**src/rtl/analog_stick_to_quadrature_direction_top_macros.svh**
```systemverilog
// Assertion macros shared by the stick converter RTL.
// Included by files that carry concurrent checks; needs nothing else.
`ifndef ANALOG_STICK_TO_QUADRATURE_DIRECTION_TOP_MACROS_SVH
`define ANALOG_STICK_TO_QUADRATURE_DIRECTION_TOP_MACROS_SVH

// Same-cycle implication, disabled while reset is asserted.
`define AQD_ASSERT_NOW(label, clk, rst_n, ante, cons) \
  label: assert property (@(posedge clk) disable iff (!rst_n) (ante) |-> (cons)) \
    else $error("aqd assertion failed");

// Next-cycle implication, disabled while reset is asserted.
`define AQD_ASSERT_NEXT(label, clk, rst_n, ante, cons) \
  label: assert property (@(posedge clk) disable iff (!rst_n) (ante) |=> (cons)) \
    else $error("aqd assertion failed");

`endif

```
**src/rtl/aqd_pkg.sv**
```systemverilog
// Shared constants, codes and types for the stick to quadrature converter.
// No dependencies.
package aqd_pkg;

  localparam int STICK_PORTS = 2;
  localparam int MAX_BUTTONS = 16;

  localparam int AXIS_W     = 16;
  localparam int BTN_W      = 16;
  localparam int DIR_W      = 10;
  localparam int CNT_W      = 2;
  localparam int NUM_W      = 5;
  localparam int CFG_IDX_W  = 2;
  localparam int CFG_DATA_W = 5;

  localparam int BTN_CAP = (MAX_BUTTONS < BTN_W) ? MAX_BUTTONS : BTN_W;

  localparam logic [CFG_IDX_W-1:0] CFG_STICK_COUNT = 2'd0;
  localparam logic [CFG_IDX_W-1:0] CFG_BUTTONS_P0  = 2'd1;
  localparam logic [CFG_IDX_W-1:0] CFG_BUTTONS_P1  = 2'd2;

  localparam logic [CNT_W-1:0] STICK_COUNT_RST = 2'd0;
  localparam logic [NUM_W-1:0] BUTTONS_RST     = 5'd16;

  localparam logic signed [AXIS_W-1:0] LOW_SEEN_RST  = 16'sh7FFF;
  localparam logic signed [AXIS_W-1:0] HIGH_SEEN_RST = 16'sh8000;

  // ceil(2^17 / 3): floor(span / 3) is exact for every 16-bit span.
  localparam logic [15:0] THIRD_RECIP = 16'd43691;
  localparam int          THIRD_SHIFT = 17;

  typedef logic [1:0] aqd_cls_t;
  localparam aqd_cls_t CLS_LOW  = 2'd0;
  localparam aqd_cls_t CLS_MID  = 2'd1;
  localparam aqd_cls_t CLS_HIGH = 2'd2;

  localparam int DIR_BOT_BIT   = 0;
  localparam int DIR_RIGHT_BIT = 1;
  localparam int DIR_TOP_BIT   = 8;
  localparam int DIR_LEFT_BIT  = 9;

  typedef struct packed {
    logic upd;
    logic port;
  } aqd_axis_ctl_t;

endpackage

```
**src/rtl/aqd_if.sv**
```systemverilog
// Valid/ready channel interfaces for samples, results and register writes.
// Depends on aqd_pkg for field widths.
interface aqd_in_if;
  logic                                valid;
  logic                                ready;
  logic                                port;
  logic signed [aqd_pkg::AXIS_W-1:0]   x_sample;
  logic signed [aqd_pkg::AXIS_W-1:0]   y_sample;
  logic        [aqd_pkg::BTN_W-1:0]    raw_buttons;

  modport source (output valid, port, x_sample, y_sample, raw_buttons, input ready);
  modport sink   (input valid, port, x_sample, y_sample, raw_buttons, output ready);
endinterface

interface aqd_out_if;
  logic                             valid;
  logic                             ready;
  logic [aqd_pkg::DIR_W-1:0]        direction_word;
  logic [aqd_pkg::BTN_W-1:0]        button_bits;

  modport source (output valid, direction_word, button_bits, input ready);
  modport sink   (input valid, direction_word, button_bits, output ready);
endinterface

interface aqd_cfg_if;
  logic                               valid;
  logic                               ready;
  logic [aqd_pkg::CFG_IDX_W-1:0]      index;
  logic [aqd_pkg::CFG_DATA_W-1:0]     data;

  modport source (output valid, index, data, input ready);
  modport sink   (input valid, index, data, output ready);
endinterface

```
**src/rtl/aqd_axis.sv**
```systemverilog
// One axis: per-port tracked minimum and maximum, and the thirds classifier.
// Depends on aqd_pkg.
module aqd_axis (
  input  logic                                clk,
  input  logic                                rst_n,
  input  aqd_pkg::aqd_axis_ctl_t              ctl,
  input  logic signed [aqd_pkg::AXIS_W-1:0]   sample,
  output aqd_pkg::aqd_cls_t                   cls
);
  import aqd_pkg::*;

  logic signed [AXIS_W-1:0] lo_r [STICK_PORTS];
  logic signed [AXIS_W-1:0] hi_r [STICK_PORTS];

  logic signed [AXIS_W-1:0] lo_old, hi_old, lo_nxt, hi_nxt;
  logic        [AXIS_W:0]   diff;
  logic        [15:0]       span;
  logic        [31:0]       prod;
  logic        [14:0]       q;
  logic        [15:0]       three_q;
  logic        [15:0]       rem;
  logic        [15:0]       off2;
  logic signed [17:0]       lo_ext, s_ext, b1, b2;

  always_comb begin
    lo_old  = lo_r[ctl.port];
    hi_old  = hi_r[ctl.port];
    lo_nxt  = (sample < lo_old) ? sample : lo_old;
    hi_nxt  = (sample > hi_old) ? sample : hi_old;
    diff    = {hi_nxt[AXIS_W-1], hi_nxt} - {lo_nxt[AXIS_W-1], lo_nxt};
    span    = diff[15:0];
    prod    = 32'(span) * 32'(THIRD_RECIP);
    q       = prod[THIRD_SHIFT +: 15];
    three_q = {q, 1'b0} + {1'b0, q};
    rem     = span - three_q;
    off2    = {q, 1'b0} + {15'd0, (rem[1:0] == 2'd2)};
    lo_ext  = {{2{lo_nxt[AXIS_W-1]}}, lo_nxt};
    s_ext   = {{2{sample[AXIS_W-1]}}, sample};
    b1      = lo_ext + $signed({3'b000, q});
    b2      = lo_ext + $signed({2'b00, off2});
    if (s_ext < b1) begin
      cls = CLS_LOW;
    end else if (s_ext > b2) begin
      cls = CLS_HIGH;
    end else begin
      cls = CLS_MID;
    end
  end

  always_ff @(posedge clk) begin
    if (!rst_n) begin
      for (int i = 0; i < STICK_PORTS; i++) begin
        lo_r[i] <= LOW_SEEN_RST;
        hi_r[i] <= HIGH_SEEN_RST;
      end
    end else if (ctl.upd) begin
      lo_r[ctl.port] <= lo_nxt;
      hi_r[ctl.port] <= hi_nxt;
    end
  end

endmodule

```
**src/rtl/analog_stick_to_quadrature_direction_top.sv**
```systemverilog
// Top level of the analog stick to quadrature direction converter.
// Depends on aqd_pkg, the channel interfaces, aqd_axis and the macros header.
//
// One sample is taken every clock cycle unless a stalled output holds both the
// input register and the result register full. Each result passes through the
// input register and then the result register. Both axis calibration units update
// their per-port limits in the same cycle that classifies a sample, so consecutive
// samples for one port see each other's widening without extra delay. The limits
// come out of reset ready for use. Register writes are taken at any time, one per
// cycle, and should be made while no sample is in flight.
`include "analog_stick_to_quadrature_direction_top_macros.svh"

module analog_stick_to_quadrature_direction_top (
  input  logic     clk,
  input  logic     rst_n,
  aqd_in_if.sink   in_bus,
  aqd_out_if.source out_bus,
  aqd_cfg_if.sink  cfg_bus
);
  import aqd_pkg::*;

  logic [CNT_W-1:0] stick_count_r;
  logic [NUM_W-1:0] btn0_r, btn1_r;

  logic                     in_valid_r;
  logic                     in_port_r;
  logic signed [AXIS_W-1:0] in_x_r, in_y_r;
  logic [BTN_W-1:0]         in_btn_r;

  logic             out_valid_r;
  logic [DIR_W-1:0] out_dir_r;
  logic [BTN_W-1:0] out_btn_r;

  logic             advance, present;
  aqd_axis_ctl_t    axis_ctl;
  aqd_cls_t         cx, cy;
  logic             left, right, top, bot;
  logic [DIR_W-1:0] dir_nxt;
  logic [NUM_W-1:0] num;
  logic [BTN_W-1:0] mask;

  assign cfg_bus.ready = 1'b1;

  always_ff @(posedge clk) begin
    if (!rst_n) begin
      stick_count_r <= STICK_COUNT_RST;
      btn0_r        <= BUTTONS_RST;
      btn1_r        <= BUTTONS_RST;
    end else if (cfg_bus.valid) begin
      unique case (cfg_bus.index)
        CFG_STICK_COUNT: stick_count_r <= cfg_bus.data[CNT_W-1:0];
        CFG_BUTTONS_P0:  btn0_r        <= cfg_bus.data;
        CFG_BUTTONS_P1:  btn1_r        <= cfg_bus.data;
        default: ;
      endcase
    end
  end

  assign advance      = !out_valid_r || out_bus.ready;
  assign in_bus.ready = !in_valid_r || advance;

  always_ff @(posedge clk) begin
    if (!rst_n) begin
      in_valid_r <= 1'b0;
    end else if (in_bus.valid && in_bus.ready) begin
      in_valid_r <= 1'b1;
    end else if (advance) begin
      in_valid_r <= 1'b0;
    end
  end

  always_ff @(posedge clk) begin
    if (in_bus.valid && in_bus.ready) begin
      in_port_r <= in_bus.port;
      in_x_r    <= in_bus.x_sample;
      in_y_r    <= in_bus.y_sample;
      in_btn_r  <= in_bus.raw_buttons;
    end
  end

  assign present = ({1'b0, in_port_r} < stick_count_r) && (32'(in_port_r) < STICK_PORTS);

  assign axis_ctl.upd  = in_valid_r && advance && present;
  assign axis_ctl.port = in_port_r;

  aqd_axis u_axis_x (
    .clk    (clk),
    .rst_n  (rst_n),
    .ctl    (axis_ctl),
    .sample (in_x_r),
    .cls    (cx)
  );

  aqd_axis u_axis_y (
    .clk    (clk),
    .rst_n  (rst_n),
    .ctl    (axis_ctl),
    .sample (in_y_r),
    .cls    (cy)
  );

  always_comb begin
    left  = (cx == CLS_LOW);
    right = (cx == CLS_HIGH);
    top   = (cy == CLS_LOW) ^ left;
    bot   = (cy == CLS_HIGH) ^ right;
    dir_nxt                = '0;
    dir_nxt[DIR_BOT_BIT]   = bot;
    dir_nxt[DIR_RIGHT_BIT] = right;
    dir_nxt[DIR_TOP_BIT]   = top;
    dir_nxt[DIR_LEFT_BIT]  = left;
    num = in_port_r ? btn1_r : btn0_r;
    for (int i = 0; i < BTN_W; i++) begin
      mask[i] = (32'(num) > i) && (i < BTN_CAP);
    end
  end

  always_ff @(posedge clk) begin
    if (!rst_n) begin
      out_valid_r <= 1'b0;
    end else if (advance) begin
      out_valid_r <= in_valid_r;
    end
  end

  always_ff @(posedge clk) begin
    if (advance && in_valid_r) begin
      out_dir_r <= present ? dir_nxt : '0;
      out_btn_r <= present ? (in_btn_r & mask) : '0;
    end
  end

  assign out_bus.valid          = out_valid_r;
  assign out_bus.direction_word = out_dir_r;
  assign out_bus.button_bits    = out_btn_r;

  `AQD_ASSERT_NEXT(a_absent_gives_zero, clk, rst_n, advance && in_valid_r && !present,
                   out_dir_r == '0 && out_btn_r == '0)
  `AQD_ASSERT_NOW(a_no_left_and_right, clk, rst_n, out_bus.valid,
                  !(out_bus.direction_word[DIR_LEFT_BIT] &&
                    out_bus.direction_word[DIR_RIGHT_BIT]))
  `AQD_ASSERT_NOW(a_unused_dir_bits, clk, rst_n, out_bus.valid,
                  out_bus.direction_word[7:2] == 6'd0)
  `AQD_ASSERT_NOW(a_stall_only_when_full, clk, rst_n, !in_bus.ready,
                  in_valid_r && out_valid_r && !out_bus.ready)
  `AQD_ASSERT_NOW(a_update_only_on_transfer, clk, rst_n, axis_ctl.upd,
                  in_valid_r && (!out_valid_r || out_bus.ready))

endmodule
```
**src/flat_wrapper.sv**
```systemverilog
// flat-port wrapper written by rule: the top's interface ports become plain ports
module analog_stick_to_quadrature_direction_top_flat import aqd_pkg::*;
  (clk, rst_n, in_bus_valid, in_bus_port, in_bus_x_sample, in_bus_y_sample, in_bus_raw_buttons, in_bus_ready, out_bus_valid, out_bus_direction_word, out_bus_button_bits, out_bus_ready, cfg_bus_valid, cfg_bus_index, cfg_bus_data, cfg_bus_ready);
  aqd_in_if in_bus_i ();
  aqd_out_if out_bus_i ();
  aqd_cfg_if cfg_bus_i ();
  input  logic clk;
  input  logic rst_n;
  input wire logic [$bits(in_bus_i.valid)-1:0] in_bus_valid;
  input wire logic [$bits(in_bus_i.port)-1:0] in_bus_port;
  input wire logic [$bits(in_bus_i.x_sample)-1:0] in_bus_x_sample;
  input wire logic [$bits(in_bus_i.y_sample)-1:0] in_bus_y_sample;
  input wire logic [$bits(in_bus_i.raw_buttons)-1:0] in_bus_raw_buttons;
  output wire logic [$bits(in_bus_i.ready)-1:0] in_bus_ready;
  output wire logic [$bits(out_bus_i.valid)-1:0] out_bus_valid;
  output wire logic [$bits(out_bus_i.direction_word)-1:0] out_bus_direction_word;
  output wire logic [$bits(out_bus_i.button_bits)-1:0] out_bus_button_bits;
  input wire logic [$bits(out_bus_i.ready)-1:0] out_bus_ready;
  input wire logic [$bits(cfg_bus_i.valid)-1:0] cfg_bus_valid;
  input wire logic [$bits(cfg_bus_i.index)-1:0] cfg_bus_index;
  input wire logic [$bits(cfg_bus_i.data)-1:0] cfg_bus_data;
  output wire logic [$bits(cfg_bus_i.ready)-1:0] cfg_bus_ready;
  assign in_bus_i.valid = in_bus_valid;
  assign in_bus_i.port = in_bus_port;
  assign in_bus_i.x_sample = in_bus_x_sample;
  assign in_bus_i.y_sample = in_bus_y_sample;
  assign in_bus_i.raw_buttons = in_bus_raw_buttons;
  assign in_bus_ready = in_bus_i.ready;
  assign out_bus_valid = out_bus_i.valid;
  assign out_bus_direction_word = out_bus_i.direction_word;
  assign out_bus_button_bits = out_bus_i.button_bits;
  assign out_bus_i.ready = out_bus_ready;
  assign cfg_bus_i.valid = cfg_bus_valid;
  assign cfg_bus_i.index = cfg_bus_index;
  assign cfg_bus_i.data = cfg_bus_data;
  assign cfg_bus_ready = cfg_bus_i.ready;
  analog_stick_to_quadrature_direction_top u_core (.clk(clk), .rst_n(rst_n), .in_bus(in_bus_i), .out_bus(out_bus_i), .cfg_bus(cfg_bus_i));
endmodule
```
**config.mk**
```make
export PLATFORM = sky130hd
export DESIGN_NAME = analog_stick_to_quadrature_direction_top_flat
export DESIGN_NICKNAME = d
export VERILOG_FILES = /design/src/rtl/aqd_pkg.sv /design/src/rtl/aqd_if.sv /design/src/rtl/aqd_axis.sv /design/src/rtl/analog_stick_to_quadrature_direction_top.sv /design/src/flat_wrapper.sv
export VERILOG_INCLUDE_DIRS = /design/src /design/src/rtl
export SDC_FILE = /design/constraint.sdc
export NUM_CORES = 1
export LEC_CHECK = 0
export ABC_AREA = 1
export ABC_CLOCK_PERIOD_IN_PS = 14000
export BUFFER_PORTS_ARGS = -buffer_cell sky130_fd_sc_hd__buf_2
export CORE_ASPECT_RATIO = 0.75
export CORE_UTILIZATION = 50
export CTS_CLUSTER_SIZE = 16
export DETAILED_ROUTE_END_ITERATION = 8
export PLACE_DENSITY = 0.77
export SLEW_MARGIN = 20
export SYNTH_ARGS = -nofsm -noshare
export SYNTH_HDL_FRONTEND = slang
export SYNTH_SLANG_ARGS = --single-unit
```
**constraint.sdc**
```tcl
create_clock -name clk -period 14 [get_ports clk]
set_input_delay 2.8 -clock clk [delete_from_list [all_inputs] [get_ports clk]]
set_output_delay 2.8 -clock clk [all_outputs]
set_load 0.02 [all_outputs]
```
## Word-level counts from Yosys, hierarchy flattened

Memories as Yosys holds them, arrays and structs flattened. A register that Yosys moved wholly into a read port is not among the register bits.
Cells that the tools add are included.

| word-level totals | value |
|---|---|
| bits in registers | 89 |
| output and inout bits | 29 |
| memories kept | 4 |
| input port bits | 61 |
| memory bits (read-only) | 0 |
| word-level logic and storage cells | 113 |
| bits in latches | 0 |
| RAM bits | 128 |

Memory list:

| memory | words | bits a word | read ports | clocked after Yosys merged registers in | wr ports | line | RTL |
|---|---|---|---|---|---|---|---|
| u_core.u_axis_x.hi_r | 2 | 16 | 1 | 1 | 2 | aqd_axis.sv:13 | `logic signed [AXIS_W-1:0] hi_r [STICK_PORTS];` |
| u_core.u_axis_x.lo_r | 2 | 16 | 1 | 1 | 2 | aqd_axis.sv:12 | `logic signed [AXIS_W-1:0] lo_r [STICK_PORTS];` |
| u_core.u_axis_y.hi_r | 2 | 16 | 1 | 1 | 2 | aqd_axis.sv:13 |  |
| u_core.u_axis_y.lo_r | 2 | 16 | 1 | 1 | 2 | aqd_axis.sv:12 |  |

| operators by class | value |
|---|---|
| $mul | 2 |
| multiplexer cells | 31 |
| $lt $le $gt $ge | 25 |
| reductions and logical operators | 18 |
| bitwise logic cells | 3 |
| add/sub/neg operators | 12 |
| equality and inequality tests | 6 |
| divide/modulo/power cells | 0 |
| shift-type cells | 0 |

Operators with widths:

| cell | count |
|---|---|
| two-way mux 16 bit | 8 |
| multiplier 16 x 16 -> 32 bit, second input constant | 2 |
| OR reduction 16 bit | 4 |
| greater-than comparator 5 x 4 -> 1 bit, second input constant | 8 |
| adder 16 x 17 -> 18 bit | 2 |
| greater-than comparator 16 x 18 -> 1 bit | 2 |
| adder 16 x 16 -> 17 bit | 2 |
| < comparator 16 x 17 -> 1 bit | 2 |
| adder 16 x 1 -> 16 bit | 2 |
| greater-than comparator 16 bit | 2 |
| < comparator 16 bit | 2 |
| subtractor 16 bit | 2 |
| greater-than comparator 5 x 3 -> 1 bit, second input constant | 4 |
| two-way mux 1 bit | 18 |
| bitwise AND 16 bit | 1 |
| equality test 2 bit, second input constant | 5 |
| greater-than comparator 5 x 1 -> 1 bit, second input constant | 2 |
| greater-than comparator 5 x 2 -> 1 bit, second input constant | 2 |
| two-way mux 2 bit | 4 |
| zero test 2 bit | 3 |
| AND reduction 2 bit | 3 |
| two-way mux 5 bit | 1 |
| adder 2 bit | 2 |
| subtractor 2 bit | 2 |
| 7 further kinds | 12 |

## Depth between registers and ports, before layout

Gate-level depths: netlist of the first run.

| logic depth | value |
|---|---|
| word-level depth | 14 |
| mapped depth | 80 |
| gate-level depth less buffers | 78 |

## Modules after synthesis

Synthesis of the first run repeated with hierarchy kept, for this count alone.

| second synthesis, totals | value |
|---|---|
| cell total of the unflattened synthesis | 3,132 |
| area total of the unflattened synthesis | 26,536.7 µm² |

By module, submodules not included:

| module | area an instance (µm²) | times used | cells each | sequential area each (µm²) |
|---|---|---|---|---|
| aqd_axis (u_core.u_axis_y) | 11,700.0 | 1 | 1,440 | 1,921.8 |
| aqd_axis (u_core.u_axis_x) | 11,677.4 | 1 | 1,447 | 1,921.8 |
| analog_stick_to_quadrature_direction_top | 3,159.3 | 1 | 245 | 2,352.3 |

## Worst setup path before layout of the first run

No wires, ideal clock.

| path | value |
|---|---|
| path kind | reg-to-reg |
| start point | register with a tool-made name |
| end point | register u_core.out_dir_r[0], in the netlist u_core.out_bus.direction_word[0] (data pin) |
| arrival | 12,084 ps |
| stages on the path, launching flop included | 72 |
| setup time | 262 ps |
| clock period less this slack | 12,345 ps |
| setup slack | 1,655 ps |
| data required time | 13,738 ps |
| path through | dfxtp_1 > buf_6 > buf_2 > buf_2 > mux2i_1 > ha_1 > a21oi_1 > nor2_1 > a211oi_1 > nand2_1 > nand2_2 > nand3_1 > nand2_1 > buf_6 > buf_4 > nand2_1 > o21ai_2 > inv_1 > (+36 left out) > o211ai_1 > a21oi_1 > o21bai_1 > a21boi_1 > o21ai_0 > nand2_1 > nand2_1 > a21oi_1 > xor2_1 > ha_1 > nand4_1 > nor2_1 > o2111ai_1 > nand3_1 > xor2_1 > nor3_1 > o21ai_0 > a21oi_1 |

RTL lines:

| what | line | RTL |
|---|---|---|
| end signal, assigned | analog_stick_to_quadrature_direction_top.sv:128 | `out_dir_r <= present ? dir_nxt : '0;` |
| end, declared | analog_stick_to_quadrature_direction_top.sv:31 | `logic [DIR_W-1:0] out_dir_r;` |

==> flow_metrics.tcl, run 1 <==
set metrics [dict create \
    clockBufferDepth 3 \
    grt_usage_pct 25.2 \
    grt_start_max_net_pins 65 \
    synth_area_leaders "ha_1 23%, edfxtp_1 23%, fa_1 13%" \
    finalHoldWorstSlack_ps 457 \
    synthCells 2968 \
    max_freq_ghz 0.0752 \
    slew_violations 0 \
    drt_iter0_markers 1927 \
    critical_path.slowest_cell "o21ai_0" \
    ys_seq_area_share_pct 24.0 \
    cts_max_level 1 \
    synth_xor_area_share_pct 4.35 \
    required_ps 14270 \
    ios 90 \
    start_util_pct 51.1 \
    relSlewSlack_pct 37.0 \
    dpl.hpwl_mm 53.8 \
    synth_top_family_by_area "adder cells" \
    clock_skew_ps 17.8 \
    clk_latency_ps 530 \
    drive_gt1_share_pct 9.25 \
    fin_crit_sh_pct 95.0 \
    fp.dieArea_sq_um 52700 \
    cp-start-kind "flop" \
    vias 20400 \
    worstMarginPinSlew_ps 945 \
    post_drt_wl_per_cell_um 17.6 \
    criticalPathCategory "flop to flop" \
    synthAdderAreaFrac_pct 36.1 \
    ys_types 56 \
    crit_arrival_ps 13570 \
    hold_class "flop to flop" \
    fp-row-count 71 \
    grt_pass1_vias 19600 \
    synthToLayoutAreaGrowth_pct 9.32 \
    layout_min_cycle_time_ps 13300 \
    final-setup-viol-count 0 \
    async_reset_ff_share_pct 0 \
    drv_cap 0 \
    overflow 0 \
    port_buffers 82 \
    synth_edf_count 197 \
    hold_depth 2 \
    cp_num_cells 67 \
    drc 0 \
    yosys_warnings 0 \
    final-hold-violation-count 0 \
    via_per_inst 5.42 \
    ys_ff_latch 212 \
    gp_congestion 0.968 \
    drt_pass1_iterations 6 \
    cts_buffers 24 \
    layout.nets 3791 \
    ys.flop_type "edfxtp_1" \
    synthSimpleGateAreaFrac_pct 13.4 \
    synth_top_area_share_pct 23.1 \
    crit_family "adder cells" \
    die_y_um 199 \
    cts.clk_slew.worst_paths_ps 60 \
    grt_pass1_wl_mm 105 \
    antenna_left 0 \
    worstPathMaxFanout 18 \
    postCtsHoldBufs 0 \
    antenna_found_initial 2 \
    post-route-util_pct 55.9 \
    core-area_sq_um 50600 \
    wl_mm 66.1 \
    synth_common_cells "600 x inv_1, 478 x ha_1, 445 x nand2_1" \
    cp-end-kind "flop" \
    worstRegToRegCells 67 \
    die_w_um 265 \
    rsz0062_at_grt "true" \
    cts-root-buf "clkbuf_16" \
    cts_tree "done" \
    setup-tns-final_ps 0 \
    crit_top_cell "nand2_1" \
    synth_area_sq_um 25900 \
    finalWorstSetupSlack_ps 701 \
    yosysMostFrequentCell "inv_1" \
    synth_top_cell_by_area "ha_1" \
    muxShareOfSynthArea_pct 2.17 \
    synth_compound_area_share_pct 10.2 \
    slowest_delay_ps 620 \
    syn_area_per_cell_sq_um 8.72 \
    place_ws_ps 418 \
    status "finished clean" \
    cts.sinks 212 \
    cp.buffers_inverters 11 \
]
## worst reg2reg max path: cells and delay by family (launching register included)
kind | cells | cell delay [ps]
adders and majority gates | 13 | 4810
AOI/OAI and AO/OA | 17 | 3050
and+or+nand+nor | 20 | 2300
buffers and inverters | 11 | 1120
xor gates and xnor gates | 5 | 1050
DFF | 1 | 380
muxes | 1 | 310
## what timing repair did
action                                  CTS  global route
endpoints found under the setup margin    0             4
buffers inserted                          0            13
gates resized for setup                   0            46
## layout make-up
type	count	area, sq um
Multi-Input combinational cell	2114	17300
Fill cell	4452	22400
Clock buffer	28	658
Antenna cell	1	2.50
Sequential cell	212	6220
Clock inverter	16	183
Tap cell	657	822
Timing Repair Buffer	124	774
Inverter	608	2280
## state kept, by name (all words and copies together), names as in the netlist, named ones only
register                       count
u_core.in_y_r                     16
u_core.in_x_r                     16
u_core.out_bus.valid               1
u_core.u_axis_y.lo_r              32
u_core.btn0_r                      5
u_core.btn1_r                      5
u_core.stick_count_r               2
u_core.in_port_r                   1
u_core.u_axis_x.lo_r              32
u_core.in_valid_r                  1
u_core.u_axis_x.hi_r              32
u_core.u_axis_y.hi_r              32
u_core.in_btn_r                   16
u_core.out_bus.direction_word      4
u_core.out_bus.button_bits        16
## logic make-up (layout without fill, tap and decap cells)
kind of cell	Yosys count	after routing
AO/OA/AOI/OAI	457	457
multiplexers	56	56
buffers and inverters	647	776
adder cells (fa/ha/maj)	646	646
flip-flops	212	212
XOR/XNOR	126	126
other	2	8
AND/OR/NAND/NOR	822	822
## layout by cell type (no fill, tap or decap), types with 14 or more instances in the layout
cell	n
a21oi_1	207
buf_2	82
buf_4	37
clkbuf_16	26
dfxtp_1	14
edfxtp_1	197
fa_1	168
ha_1	477
inv_1	595
mux2i_1	50
nand2_1	441
nand2_2	22
nand3_1	70
nand4_1	20
nor2_1	195
nor3_1	25
o211ai_1	14
o21ai_0	109
o21ai_1	17
o21ai_2	34
o21bai_1	19
xnor2_1	46
xor2_1	73
## per-stage QoR
| step | instances | cell area (sq um) |
|---|---|---|
| floorplan | 2973 | 25900 |
| global placement | 3702 | 27100 |
| detailed placement | 3702 | 27100 |
| CTS | 3746 | 28000 |
| global route | 3759 | 28300 |
| finish | 3760 | 28300 |
## path summary, 6_finish.rpt
path / startpoint / slack, ps / end
worst max-delay path: flop / 700 / u_core.out_bus.direction_word[0]
worst min register to register: u_core.btn1_r[2] / 460 / u_core.btn1_r[2]
worst max register to register: flop / 700 / u_core.out_bus.direction_word[0]
worst min-delay path: u_core.btn1_r[2] / 460 / u_core.btn1_r[2]
## metal layers
metal  up-vias  global-route usage (%)  share of wire (%)
li1      10000                       -                  -
met1      9443                    37.3                 48
met4         4                    5.27                1.7
met5         -                       0              0.032
met2       843                    36.8                 40
met3        83                    6.64                 10
Power of run 1 is not shown: default switching activity piles up to over one toggle a cycle in this logic, so the estimate is an artifact.
==> inputs of run 2 (changes only) <==
--- a/config.mk
+++ b/config.mk
@@ -14,6 +14,7 @@
 export CTS_CLUSTER_SIZE = 16
 export DETAILED_ROUTE_END_ITERATION = 8
 export PLACE_DENSITY = 0.77
+export RECOVER_POWER = 25
 export SLEW_MARGIN = 20
 export SYNTH_ARGS = -nofsm -noshare
 export SYNTH_HDL_FRONTEND = slang
==> flow_metrics.tcl, run 2 (synthesized netlist as in run 1, its figures left out) <==
set metrics [dict create \
    status "complete, but fails checks" \
    violations "capacitance limit, slew limit" \
    vias 20400 \
    cts_tree "done" \
    drc 0 \
    gp_congestion 0.968 \
    core-area_sq_um 50600 \
    max_freq_ghz 0.0755 \
    grt_start_max_net_pins 65 \
    die_y_um 199 \
    fp.dieArea_sq_um 52700 \
    drv_cap 1 \
    final_area_sq_um 28300 \
    post_dp_cell_area_sq_um 27100 \
    layout_min_cycle_time_ps 13250 \
    crit_arrival_ps 13520 \
    ios 90 \
    clockBufferDepth 3 \
    fp-row-count 71 \
    cts.sinks 212 \
    cts_buffers 24 \
    antenna_found_initial 2 \
    grt_pass1_vias 19600 \
    overflow 0 \
    rsz0062_at_grt "true" \
    cts_max_level 1 \
    cts.clk_slew.worst_paths_ps 60 \
    drive_gt1_share_pct 8.90 \
    post_drt_wl_per_cell_um 17.6 \
    slew_violations 52 \
    final_cell_mix "595 x inv_1, 477 x ha_1, 441 x nand2_1, 208 x a21oi_1, 197 x edfxtp_1" \
    worstPathMaxFanout 18 \
    worstRegToRegCells 67 \
    die_w_um 265 \
    hold_depth 2 \
    wl_mm 66.1 \
    multi_input_area_sq_um 17300 \
    start_util_pct 51.1 \
    criticalPathCategory "flop to flop" \
    fin_crit_sh_pct 94.6 \
    cp-end-kind "flop" \
    grt_pass1_wl_mm 105 \
    seq_area_sq_um 6220 \
    synthToLayoutAreaGrowth_pct 9.24 \
    drt_iter0_markers 1950 \
    critical_path.slowest_cell "o21ai_0" \
    clk_latency_ps 530 \
    port_buffers 82 \
    slowest_delay_ps 600 \
    final-hold-violation-count 0 \
    hold_class "flop to flop" \
    grt_usage_pct 25.2 \
    dpl.hpwl_mm 53.8 \
    cts-root-buf "clkbuf_16" \
    required_ps 14270 \
    antenna_left 0 \
    worstMarginPinSlew_ps 3310 \
    via_per_inst 5.43 \
    relSlewSlack_pct -121 \
    final-setup-viol-count 0 \
    layout.nets 3791 \
    final_common_cell "inv_1" \
    cp-start-kind "flop" \
    clock_skew_ps 15.3 \
    crit_top_cell "nand2_1" \
    fill_cells 4463 \
    drt_pass1_iterations 5 \
]
[run 2: final cells by class]
cell class / count / share of cell area (%)
Clock inverter: 16 / 0.646
Inverter: 608 / 8.08
Multi-Input combinational cell: 2114 / 61.3
Antenna cell: 1 / 0.00885
Timing Repair Buffer: 124 / 2.68
Tap cell: 657 / 2.91
Sequential cell: 212 / 22.0
Clock buffer: 28 / 2.33
[run 2: final timing paths]
check / start / slack [ps] / endpoint
worst max-delay path: flop / 750 / u_core.out_bus.direction_word[0]
worst min-delay path: u_core.btn1_r[2] / 460 / u_core.btn1_r[2]
worst max register to register: flop / 750 / u_core.out_bus.direction_word[0]
worst min register to register: u_core.btn1_r[2] / 460 / u_core.btn1_r[2]
[run 2: critical path: cells and delay by family (launching register included)]
kind	cells	cell delay (ps)
flops	1	380
simple gates	23	2810
compound gates	16	3150
mux	1	320
xor+xnor	3	390
fa+ha+maj	13	4810
buf+inv	11	1110
[run 2: per-stage QoR]
stage	utilization, %	setup TNS, ps	worst slack, ps	instances	hold slack (ps)
floorplan	-	0	1650	2973	421
global placement	53.6	0	718	3702	440
detailed placement	53.6	0	418	3702	442
CTS	55.3	0	199	3746	452
global route	55.8	-115	-113	3759	476
finish	55.8	0	750	3760	459
[run 2: layer usage]
layer  track usage (%)  vias to the layer above  share of wire (%)
li1                  -                    10000                  -
met1              37.3                     9452                 48
met2              36.8                      843                 40
met3              6.64                       94                 10
met4              5.27                        4                1.8
met5                 0                        -              0.032
[run 2: timing repair]
item,in CTS,in global routing
hold buffers,0,0
setup endpoints to repair,0,4
endpoints found under the hold margin,0,0
buffers inserted,0,13
gates resized for setup,0,46
Power of run 2 is left out for the same reason.
